$ cat src/rtl/utf8_decode_and_count_top_assert.svh
// Assertion macros for the UTF-8 decoder and character counter.
// Included by the top level; needs nothing else.
`ifndef UTF8_DECODE_AND_COUNT_TOP_ASSERT_SVH
`define UTF8_DECODE_AND_COUNT_TOP_ASSERT_SVH

// Same-cycle implication, checked out of reset.
`define UDC_ASSERT_SAME(label, clk, rst_n, ante, cons, msg) \
    label: assert property (@(posedge clk) disable iff (!rst_n) (ante) |-> (cons)) \
        else $error(msg);

// Next-cycle implication, checked out of reset.
`define UDC_ASSERT_NEXT(label, clk, rst_n, ante, cons, msg) \
    label: assert property (@(posedge clk) disable iff (!rst_n) (ante) |=> (cons)) \
        else $error(msg);

`endif

$ cat src/rtl/utf8dc_pkg.sv
// Package for the UTF-8 decoder and character counter.
// Holds the byte ranges, field widths and the decode plan struct; no dependencies.
package utf8dc_pkg;

    localparam int CP_W       = 21;
    localparam int SHOWN_W    = 32;
    localparam int S_DATA_W   = 8;
    localparam int M_DATA_W   = 56;
    localparam int M_USER_W   = 2;
    localparam int RES_CNT_W  = 3;
    localparam int RES_IDX_W  = 2;

    localparam logic [7:0] ASCII_HI  = 8'h7F;
    localparam logic [7:0] CONT_LO   = 8'h80;
    localparam logic [7:0] CONT_HI   = 8'hBF;
    localparam logic [7:0] LEAD2_LO  = 8'hC0;
    localparam logic [7:0] LEAD2_HI  = 8'hDF;
    localparam logic [7:0] LEAD3_LO  = 8'hE0;
    localparam logic [7:0] LEAD3_HI  = 8'hEF;
    localparam logic [7:0] LEAD4_LO  = 8'hF0;
    localparam logic [7:0] LEAD4_HI  = 8'hF7;

    localparam logic [1:0] NEED_NONE = 2'd0;
    localparam logic [1:0] NEED_ONE  = 2'd1;
    localparam logic [1:0] NEED_TWO  = 2'd2;
    localparam logic [1:0] NEED_THREE = 2'd3;

    typedef struct packed {
        logic [RES_CNT_W-1:0] n_err;
        logic                 has_data;
        logic [CP_W-1:0]      data_cp;
        logic [1:0]           next_need;
        logic [1:0]           next_taken;
        logic [CP_W-1:0]      next_part;
    } t_plan;

endpackage

$ cat src/rtl/utf8_decode_and_count_top.sv
// Top level of the streaming UTF-8 decoder with a running character count.
// Uses utf8dc_pkg and the assertion macros in utf8_decode_and_count_top_assert.svh.
// Each byte is held in the input register and each result in the output register.
// Throughput: one byte per cycle unless stalled; a byte with N results (up to four)
// holds the input register, as the single output register takes one result per cycle.
// Reset: synchronous, active low; clears both registers' valid flags, the open sequence
// and the count.
module utf8_decode_and_count_top
    import utf8dc_pkg::*;
#(
    parameter int COUNT_WIDTH = 32
) (
    input  logic                i_clk,
    input  logic                i_rst_n,
    input  logic                i_s_tvalid,
    output logic                o_s_tready,
    // Bits 7:0 data_byte.
    input  logic [S_DATA_W-1:0] i_s_tdata,
    input  logic                i_s_tlast,
    output logic                o_m_tvalid,
    input  logic                i_m_tready,
    // Bits 20:0 code_point, 52:21 char_total, 53 run_last, 55:54 zero.
    output logic [M_DATA_W-1:0] o_m_tdata,
    // Bit 0 is_error, bit 1 counted.
    output logic [M_USER_W-1:0] o_m_tuser,
    output logic                o_m_tlast
);

    logic                   r_in_valid;
    logic [7:0]             r_in_byte;
    logic                   r_in_last;
    logic [1:0]             r_need;
    logic [1:0]             r_taken;
    logic [CP_W-1:0]        r_part;
    logic [COUNT_WIDTH-1:0] r_count;
    logic [RES_IDX_W-1:0]   r_idx;
    logic                   r_out_valid;
    logic [CP_W-1:0]        r_out_cp;
    logic                   r_out_err;
    logic                   r_out_cnt;
    logic [SHOWN_W-1:0]     r_out_shown;
    logic                   r_out_run_last;
    logic                   r_out_done;

    t_plan                  w_plan;
    logic [RES_CNT_W-1:0]   w_total;
    logic [1:0]             w_taken1;
    logic [CP_W-1:0]        w_val;
    logic                   w_res_err;
    logic [CP_W-1:0]        w_res_cp;
    logic                   w_res_cnt;
    logic                   w_res_last;
    logic [COUNT_WIDTH-1:0] n_count;
    logic [63:0]            w_count_ext;
    logic [SHOWN_W-1:0]     w_shown;
    logic                   w_out_free;
    logic                   w_emit;
    logic                   w_retire;

    assign w_taken1 = r_taken + 2'd1;
    assign w_val    = {r_part[CP_W-7:0], r_in_byte[5:0]};

    always_comb begin
        w_plan.n_err      = '0;
        w_plan.has_data   = 1'b0;
        w_plan.data_cp    = '0;
        w_plan.next_need  = r_need;
        w_plan.next_taken = r_taken;
        w_plan.next_part  = r_part;
        if (r_need != NEED_NONE && r_in_byte inside {[CONT_LO:CONT_HI]}) begin
            w_plan.next_part  = w_val;
            w_plan.next_taken = w_taken1;
            if (w_taken1 >= r_need) begin
                w_plan.has_data   = 1'b1;
                w_plan.data_cp    = w_val;
                w_plan.next_need  = NEED_NONE;
                w_plan.next_taken = 2'd0;
                w_plan.next_part  = '0;
            end else if (r_in_last) begin
                w_plan.n_err      = RES_CNT_W'(w_taken1) + RES_CNT_W'(1);
                w_plan.next_need  = NEED_NONE;
                w_plan.next_taken = 2'd0;
                w_plan.next_part  = '0;
            end
        end else begin
            if (r_need != NEED_NONE) begin
                w_plan.n_err = RES_CNT_W'(r_taken) + RES_CNT_W'(1);
            end
            w_plan.next_need  = NEED_NONE;
            w_plan.next_taken = 2'd0;
            w_plan.next_part  = '0;
            if (r_in_byte <= ASCII_HI) begin
                w_plan.has_data = 1'b1;
                w_plan.data_cp  = CP_W'(r_in_byte);
            end else if (r_in_byte inside {[LEAD2_LO:LEAD2_HI]}) begin
                w_plan.next_need = NEED_ONE;
                w_plan.next_part = CP_W'(r_in_byte[4:0]);
            end else if (r_in_byte inside {[LEAD3_LO:LEAD3_HI]}) begin
                w_plan.next_need = NEED_TWO;
                w_plan.next_part = CP_W'(r_in_byte[3:0]);
            end else if (r_in_byte inside {[LEAD4_LO:LEAD4_HI]}) begin
                w_plan.next_need = NEED_THREE;
                w_plan.next_part = CP_W'(r_in_byte[2:0]);
            end else begin
                w_plan.n_err = w_plan.n_err + RES_CNT_W'(1);
            end
            if (r_in_last && w_plan.next_need != NEED_NONE) begin
                w_plan.n_err      = w_plan.n_err + RES_CNT_W'(1);
                w_plan.next_need  = NEED_NONE;
                w_plan.next_part  = '0;
            end
        end
    end

    assign w_total    = w_plan.n_err + RES_CNT_W'(w_plan.has_data);
    assign w_res_err  = RES_CNT_W'(r_idx) < w_plan.n_err;
    assign w_res_cp   = w_res_err ? '0 : w_plan.data_cp;
    assign w_res_cnt  = w_res_err || !(w_plan.data_cp == '0 && r_in_last);
    assign w_res_last = RES_CNT_W'(r_idx) == (w_total - RES_CNT_W'(1));

    assign n_count     = (w_res_cnt && r_count != '1) ? r_count + COUNT_WIDTH'(1) : r_count;
    assign w_count_ext = 64'(n_count);
    assign w_shown     = (|w_count_ext[63:SHOWN_W]) ? '1 : w_count_ext[SHOWN_W-1:0];

    assign w_out_free = !r_out_valid || i_m_tready;
    assign w_emit     = r_in_valid && w_total != '0 && w_out_free;
    assign w_retire   = r_in_valid && (w_total == '0 || (w_emit && w_res_last));
    assign o_s_tready = !r_in_valid || w_retire;

    always_ff @(posedge i_clk) begin
        if (!i_rst_n) begin
            r_in_valid  <= 1'b0;
            r_need      <= NEED_NONE;
            r_taken     <= 2'd0;
            r_part      <= '0;
            r_count     <= '0;
            r_idx       <= '0;
            r_out_valid <= 1'b0;
        end else begin
            if (o_s_tready) begin
                r_in_valid <= i_s_tvalid;
            end
            if (w_out_free) begin
                r_out_valid <= w_emit;
            end
            if (w_emit) begin
                r_idx <= w_res_last ? '0 : r_idx + RES_IDX_W'(1);
            end
            if (w_retire && r_in_last) begin
                r_count <= '0;
            end else if (w_emit) begin
                r_count <= n_count;
            end
            if (w_retire) begin
                r_need  <= w_plan.next_need;
                r_taken <= w_plan.next_taken;
                r_part  <= w_plan.next_part;
            end
        end
    end

    always_ff @(posedge i_clk) begin
        if (o_s_tready && i_s_tvalid) begin
            r_in_byte <= i_s_tdata;
            r_in_last <= i_s_tlast;
        end
        if (w_emit) begin
            r_out_cp       <= w_res_cp;
            r_out_err      <= w_res_err;
            r_out_cnt      <= w_res_cnt;
            r_out_shown    <= w_shown;
            r_out_run_last <= w_res_last;
            r_out_done     <= w_res_last && r_in_last;
        end
    end

    assign o_m_tvalid = r_out_valid;
    assign o_m_tdata  = {2'b00, r_out_run_last, r_out_shown, r_out_cp};
    assign o_m_tuser  = {r_out_cnt, r_out_err};
    assign o_m_tlast  = r_out_done;

`include "utf8_decode_and_count_top_assert.svh"

    `UDC_ASSERT_SAME(a_idx_needs_item, i_clk, i_rst_n, r_idx != '0, r_in_valid,
        "Result index advanced with no byte held.")
    `UDC_ASSERT_SAME(a_error_zero_cp, i_clk, i_rst_n, r_out_valid && r_out_err,
        r_out_cp == '0 && r_out_cnt, "Error result carries a code point or is uncounted.")
    `UDC_ASSERT_SAME(a_done_is_run_last, i_clk, i_rst_n, r_out_valid && r_out_done,
        r_out_run_last, "Final result of a text is not the last result of its byte.")
    `UDC_ASSERT_NEXT(a_text_end_clears, i_clk, i_rst_n, w_retire && r_in_last,
        r_need == NEED_NONE && r_count == '0, "State not cleared after text end.")

endmodule
$ cat config.mk
export PLATFORM = sky130hd
export DESIGN_NAME = utf8_decode_and_count_top
export DESIGN_NICKNAME = d
export VERILOG_FILES = /design/src/rtl/utf8dc_pkg.sv /design/src/rtl/utf8_decode_and_count_top.sv
export VERILOG_INCLUDE_DIRS = /design/src /design/src/rtl
export SDC_FILE = /design/constraint.sdc
export NUM_CORES = 1
export LEC_CHECK = 0
export BUFFER_PORTS_ARGS = -buffer_cell sky130_fd_sc_hd__buf_4
export CORE_ASPECT_RATIO = 0.8
export CORE_MARGIN = 5
export CORE_UTILIZATION = 25
export CTS_CLUSTER_SIZE = 40
export DETAILED_ROUTE_END_ITERATION = 6
export PLACE_DENSITY = 0.53
export SYNTH_ARGS = -nofsm -noshare
export SYNTH_HDL_FRONTEND = slang
export SYNTH_SLANG_ARGS = --single-unit
$ cat constraint.sdc
create_clock -name i_clk -period 6.2 [get_ports i_clk]
set_clock_uncertainty 0.05 [all_clocks]
set_input_delay 1.55 -clock i_clk [delete_from_list [all_inputs] [get_ports i_clk]]
set_output_delay 1.55 -clock i_clk [all_outputs]
set_load 0.03 [all_outputs]
==> results.cfg, run 1 <==
[yosys]
synth_area_leaders = edfxtp_1 33%, dfxtp_1 18%, a21oi_1 4.0%, xnor2_1 3.8%, nand3_1 3.2%
syn-cell-area_sq_um = 6010
syn_inst = 593
async_flop_share_pct = 0
synth_area_leader_cell = edfxtp_1
seq_area_frac_synth_pct = 51.3
synth-main-ff-cell = edfxtp_1
yosysWarningCount = 0
synth_cell_types = 62
synth-seq-cells = 121
synth_top_area_share_pct = 33.0
syn_avg_cell_area_sq_um = 10.1
synth_edf_count = 66

[setup_path]
end_kind = primary output
path_max_fanout = 9
cp.required_ps = 4600
path_delay_family = adder cells
path_buf_inv = 3
critPathMaxStageDelay_ps = 420
worstPathArrival_ps = 4300
timing.critical_path.mode_cell = ha_1
path_cells = inv_1 -> ha_1 -> nor2_1 -> ha_1 -> mux2_2 -> ha_1 -> a32o_1 -> a31oi_1 -> xor2_1 -> ha_1 -> ha_1 -> nand2b_1 -> nand2b_1 -> inv_2 -> and2_1 -> or2_2 -> buf_4
critical_path_class = reg -> out
r2r_start = r_taken[0]
start_kind = flip-flop
slowest_stage = dfxtp_2
cp-startpoint = r_taken[0]

[global_route]
antenna_found_initial = 0
grt_max_degree = 53
grt_overflow_total = 0
grt.total_usage_pct = 11.0
grt_pass1_wl_mm = 24.1
grt_pass1_vias = 4340

[status]
status = completed

[pwr]
power.leakage_nw = 2.74
switching_share_pct = 25.1
p_clk_share_pct = 46.9
combPwrFrac_pct = 10.4
p_int_w = 0.00159
ir_drop_mv = 0.132
p_per_area_nw_per_um2 = 287
pwr-share-seq_pct = 42.7
power.switching_w = 0.000531

[place]
hpwl_mm = 10.2
routabilityCongestion = 0.801
io_buffers = 71

[drt]
vias = 4682
routedWlPerCell_um = 15.5
drt_iter0_drc = 302
totalWireLength_mm = 15.1
via_per_inst = 4.80
drcViolationCount = 0
drt_first_pass_iters = 4
ant_nets = 0

[floorplanning]
design.die.area_sq_um = 27300
start_util_pct = 25.6
std_cell_rows = 50
die_y_um = 149
coreArea_sq_um = 23500
pin_count = 74
die_x_um = 183

[timing]
finalSetupViolCount = 0
fin_tns_setup_ps = 0
rsz0062_at_grt = no
slew_violations = 0
finalCriticalPeriod_ps = 5900
final-hold-violation-count = 0
worstMarginPinSlew_ps = 893
finalCritPeriodShare_pct = 95.2
fmax_ghz = 0.169
slew_headroom_pct = 40.5

[layout]
diodes = 0
fin_nets = 674
register_area_sq_um = 3080
multi_input_area_sq_um = 2660
syn_to_final_growth_pct = 22.7
finish.utilization_pct = 31.4
drive_gt1_share_pct = 19.8
fillCellCount = 2491

[clock_tree]
tritoncts = yes
cts_setup_buffers = 0
cts.htree.levels = 4
clock_latency_ps = 410
clockRootBuffer = clkbuf_16
clk_path_buf_depth = 2
clock-sinks = 121
clk_pin_slew_ps = 50
cts_buffers = 17

[min_path]
hold_path.class = reg -> reg
hold_path_startpoint = r_part[10]

[flow_run]
cap_viol_max_count = 0
[kinds of logic (layout without fill, tap and decap cells)]
logic type	count (synthesis)	count (layout)	share of synthesized area (%)
simple gates	253	253	23.9
flops	121	121	51.3
compound gates	104	104	11.2
buf+inv	59	128	4.64
xor+xnor	37	37	5.39
fa+ha+maj	11	11	2.29
mux	7	7	1.21
other cells	1	2	0.0624
[area by class of cell]
cell class	count	area share (%)
Sequential cell	121	41.8
Multi-Input combinational cell	414	36.0
Timing Repair Buffer	81	8.24
Clock buffer	23	6.21
Tap cell	312	5.29
Clock inverter	9	1.68
Inverter	15	0.763
[power by group through the flow]
stage	Sequential (W)	Clock (W)	Combinational, W
detailed placement	0.000921	0	0.000224
CTS	0.000905	0.00101	0.000224
global placement	0.000921	0	0.000224
finish	0.000904	0.000994	0.000221
floorplan	0.000955	0	0.000111
global route	0.000908	0.00105	0.000241
[cell usage in the layout (no fill, tap or decap), drive strengths merged, types with 25 or more instances in the layout]
master / synthesis / routed
nand2: 46 / 46
nor2: 28 / 28
xnor2: 26 / 26
and2: 27 / 27
nand3: 39 / 39
nand4: 25 / 25
edfxtp: 66 / 66
buf: 24 / 81
dfxtp: 55 / 55
a21oi: 48 / 48
[metal layers]
metal	part of all wire (%)	track usage [%]	vias to the layer above	wire (um)
met5	0	0	-	0
met4	1.3	3.61	0	202
met3	4.6	2.79	17	700
met2	42	15.2	100	6310
met1	52	16.5	2265	7920
li1	-	-	2300	-
[tightest hold or removal path, cell delays in order (launching register included)]
cell     delay (ps)
dfxtp_1         320
nand2_1          60
a21oi_1          50
[worst paths after layout]
| path | endpoint | slack [ps] | depth (start not counted) |
|---|---|---|---|
| min | r_part[10] | 420 | 2 |
| min reg2reg | r_part[10] | 420 | 2 |
| max reg2reg | r_count[19] | 980 | 19 |
| max | o_s_tready | 300 | 17 |
[through the flow]
step	hold slack [ps]	area [sq um]	std cells	setup WS [ps]	power (W)
3_3_place_gp	412	6790	943	700	0.00115
6_report	420	7380	975	295	0.00212
3_5_place_dp	415	6790	943	639	0.00114
4_1_cts	423	7370	975	166	0.00214
5_1_grt	430	7380	975	38.1	0.00220
2_1_floorplan	390	6020	594	177	0.00107
[cells in the mapped netlist, types with 5 or more instances]
master and n:
ha_1 11, o211ai_1 6, nor4_1 11, or3_1 13, nor3_1 9, or4_1 12
nor2_1 27, dfxtp_1 55, mux2i_1 5, and2_1 26, buf_2 13, a21oi_1 48
a31oi_1 6, nand2b_1 10, nand4_1 23, nand2_1 46, and4_1 6, xor2_1 11
edfxtp_1 66, xnor2_1 26, inv_1 14, o31ai_1 5, buf_4 9, nand3_1 38
and3_1 14, o21ai_0 13, clkbuf_1 20
[state kept, by name, summed over array words and instances, names as in the netlist, 2 cells and up]
name         count
r_taken          2
r_out_shown     32
r_in_byte        8
r_need           2
r_out_cp        21
r_count         32
r_idx            2
r_part          15
[timing repair]
item                       in CTS  in global routing
gates resized for setup         0                  1
setup endpoints to repair       0                  1
hold buffers                    0                  0
Power figures use the tool's default switching activity.
==> run 2: changes to the inputs <==
Settings changed: ABC_AREA set to 1.
==> run 2 against run 1 <==
First-iteration DRC count increased by 60%. Combinational power increased to 6.5 times the previous value. Cell count increased by 23%. Critical endpoint unchanged. Maximum frequency increased by 6.7%. Die area increased by 4.9%. Synthesized area increased by 5.2%.
==> results.cfg, run 2 <==
[status]
status = completed

[flow_run]
cap_viol_max_count = 0

[setup_path]
path_cells = inv_1 -> ha_1 -> inv_1 -> ha_1 -> o21ai_1 -> nand2_1 -> nor2_1 -> inv_1 -> nor2_1 -> nand3_1 -> nand3_1 -> xnor2_1 -> ha_1 -> ha_1 -> nand2_1 -> nor3_1 -> nand2_1 -> nand2_1 -> buf_4
end_kind = primary output
slowest_stage = dfxtp_1
cp.required_ps = 4600
path_buf_inv = 4
path_delay_family = simple AND/OR/NAND/NOR gates
worstPathArrival_ps = 3940
path_max_fanout = 10
start_kind = flip-flop
r2r_start = r_taken[0]
critPathMaxStageDelay_ps = 410
critical_path_class = reg -> out
cp-startpoint = r_taken[0]

[floorplanning]
design.die.area_sq_um = 28600
die_x_um = 188
coreArea_sq_um = 25100
pin_count = 74
die_y_um = 152
std_cell_rows = 52
start_util_pct = 25.2

[drt]
drt_first_pass_iters = 5
totalWireLength_mm = 17.1
ant_nets = 0
via_per_inst = 4.53
routedWlPerCell_um = 14.3
vias = 5416
drt_iter0_drc = 484
drcViolationCount = 0

[yosys]
syn-cell-area_sq_um = 6330
synth_area_leader_cell = edfxtp_1
synth_area_leaders = edfxtp_1 31%, dfxtp_1 17%, nand2_1 12%, nand3_1 7.1%, inv_1 5.8%
async_flop_share_pct = 0
synth_cell_types = 37
synth_top_area_share_pct = 31.3
synth-seq-cells = 121
seq_area_frac_synth_pct = 48.7
syn_inst = 798
yosysWarningCount = 0
syn_avg_cell_area_sq_um = 7.93
synth-main-ff-cell = edfxtp_1
yosysMostFrequentCell = nand2_1
synthTopCellsByCount = 201 x nand2_1, 98 x inv_1, 90 x nand3_1
synth_edf_count = 66

[place]
hpwl_mm = 12.1
io_buffers = 71
routabilityCongestion = 0.887

[layout]
drive_gt1_share_pct = 14.2
diodes = 0
syn_to_final_growth_pct = 22.7
final_cell_mix = 201 x nand2_1, 97 x inv_1, 90 x nand3_1
fin_nets = 882
layout_commonest_cell = nand2_1
finish.utilization_pct = 30.9
largest_registers = r_count (32), r_out_shown (32), r_out_cp (21)

[global_route]
grt_pass1_vias = 5031
use_met3_pct = 3.37
grt_overflow_total = 0
grt_max_degree = 78
groute.layer.met1.usage_pct = 18.4
grt_busiest_layer = met1
grt_util_met2_pct = 16.2
antenna_found_initial = 0
grt.total_usage_pct = 12.0
grt_pass1_wl_mm = 27.5

[pwr]
combPwrFrac_pct = 37.2
pwr-share-seq_pct = 34.9
p_clk_share_pct = 27.9
p_per_area_nw_per_um2 = 495
switching_share_pct = 40.1
p_int_w = 0.00230
ir_drop_mv = 0.185
power.leakage_nw = 3.36
power.switching_w = 0.00154

[min_path]
hold_path_startpoint = r_part[12]
hold_path.class = reg -> reg

[clock_tree]
tritoncts = yes
clk_path_buf_depth = 2
clock-sinks = 121
cts.htree.levels = 4
clock_latency_ps = 420
clk_pin_slew_ps = 60
cts_setup_buffers = 0
clockRootBuffer = clkbuf_16
cts_buffers = 17
ctsHoldBuffers = 0
cts_resized = 0

[timing]
fmax_ghz = 0.181
slew_headroom_pct = 30.0
finalSetupViolCount = 0
finalCritPeriodShare_pct = 89.3
rsz0062_at_grt = no
fin_tns_setup_ps = 0
slew_violations = 0
finalCriticalPeriod_ps = 5540
final-hold-violation-count = 0
worstMarginPinSlew_ps = 1050
[run 2: cell types whose count changed after synthesis, sizes merged, moves of 23 or more]
| cell | before | now |
|---|---|---|
| and2 | 27 | 0 |
| inv | 15 | 102 |
| nand2 | 46 | 205 |
| nand3 | 39 | 91 |
| nor2 | 28 | 78 |
| xnor2 | 26 | 3 |
[run 2: cell families (layout without fill, tap and decap cells)]
logic type	count (synthesis)	after routing	synth area share [%]
XOR/XNOR	32	32	4.43
AND/OR/NAND/NOR	417	417	28.5
multiplexers	1	1	0.178
other	1	2	0.0593
flip-flops	121	121	48.7
AO/OA/AOI/OAI	75	75	6.72
buffers and inverters	140	212	9.21
adder cells (fa/ha/maj)	11	11	2.18
[run 2: layer usage]
metal	wire length (um)	part of all wire [%]
met1	9130	53
met5	0	0
met3	1020	5.9
met4	188	1.1
met2	6780	40
[run 2: cell type report]
cell class,instances,area (sq um)
multi-input combinational,538,2680
clock buffer,18,439
tap,324,405
inverter,103,388
timing repair buffer,77,578
fill,2675,17300
clock inverter,14,196
sequential,121,3080
[run 2: final timing paths]
check | to | slack, ps | depth (start not counted)
setup reg to reg | r_count[4] | 1420 | 24
setup / recovery | o_s_tready | 660 | 19
hold / removal | r_part[12] | 440 | 2
hold reg to reg | r_part[12] | 440 | 2
[run 2: power by group through the flow]
| stage | Clock [W] | Combinational (W) | Sequential, W |
|---|---|---|---|
| 4_1_cts | 0.00110 | 0.00145 | 0.00134 |
| 2_1_floorplan | 0 | 0.000852 | 0.00152 |
| 3_5_place_dp | 0 | 0.00144 | 0.00135 |
| 5_1_grt | 0.00113 | 0.00160 | 0.00137 |
| 6_report | 0.00107 | 0.00143 | 0.00134 |
| 3_3_place_gp | 0 | 0.00142 | 0.00136 |
[run 2: through the flow]
stage / setup WS, ps / hold slack, ps / cells / instance area (sq um) / total power [W]
after floorplan: 961 / 402 / 799 / 6330 / 0.00237
after global placement: 1280 / 435 / 1163 / 7130 / 0.00278
after detailed placement: 1190 / 428 / 1163 / 7130 / 0.00279
after CTS: 719 / 442 / 1195 / 7770 / 0.00388
after global routing: 314 / 461 / 1195 / 7770 / 0.00411
final: 664 / 438 / 1195 / 7770 / 0.00384
[run 2: worst reg2reg max path, cell delays in order, from the launching register on]
cell,delay [ps]
dfxtp_1,410
inv_1,130
ha_1,340
inv_1,80
ha_1,270
o21ai_1,70
nand2_1,270
nor2_1,230
inv_1,90
nor2_1,130
nand3_1,90
nand3_1,160
xnor2_1,90
ha_1,180
ha_1,270
nand2_1,60
nor3_1,240
nand2_1,150
nand2_1,90
nand2_1,50
buf_4,220
o21ai_4,750
a21oi_1,130
nand2_1,110
inv_1,40
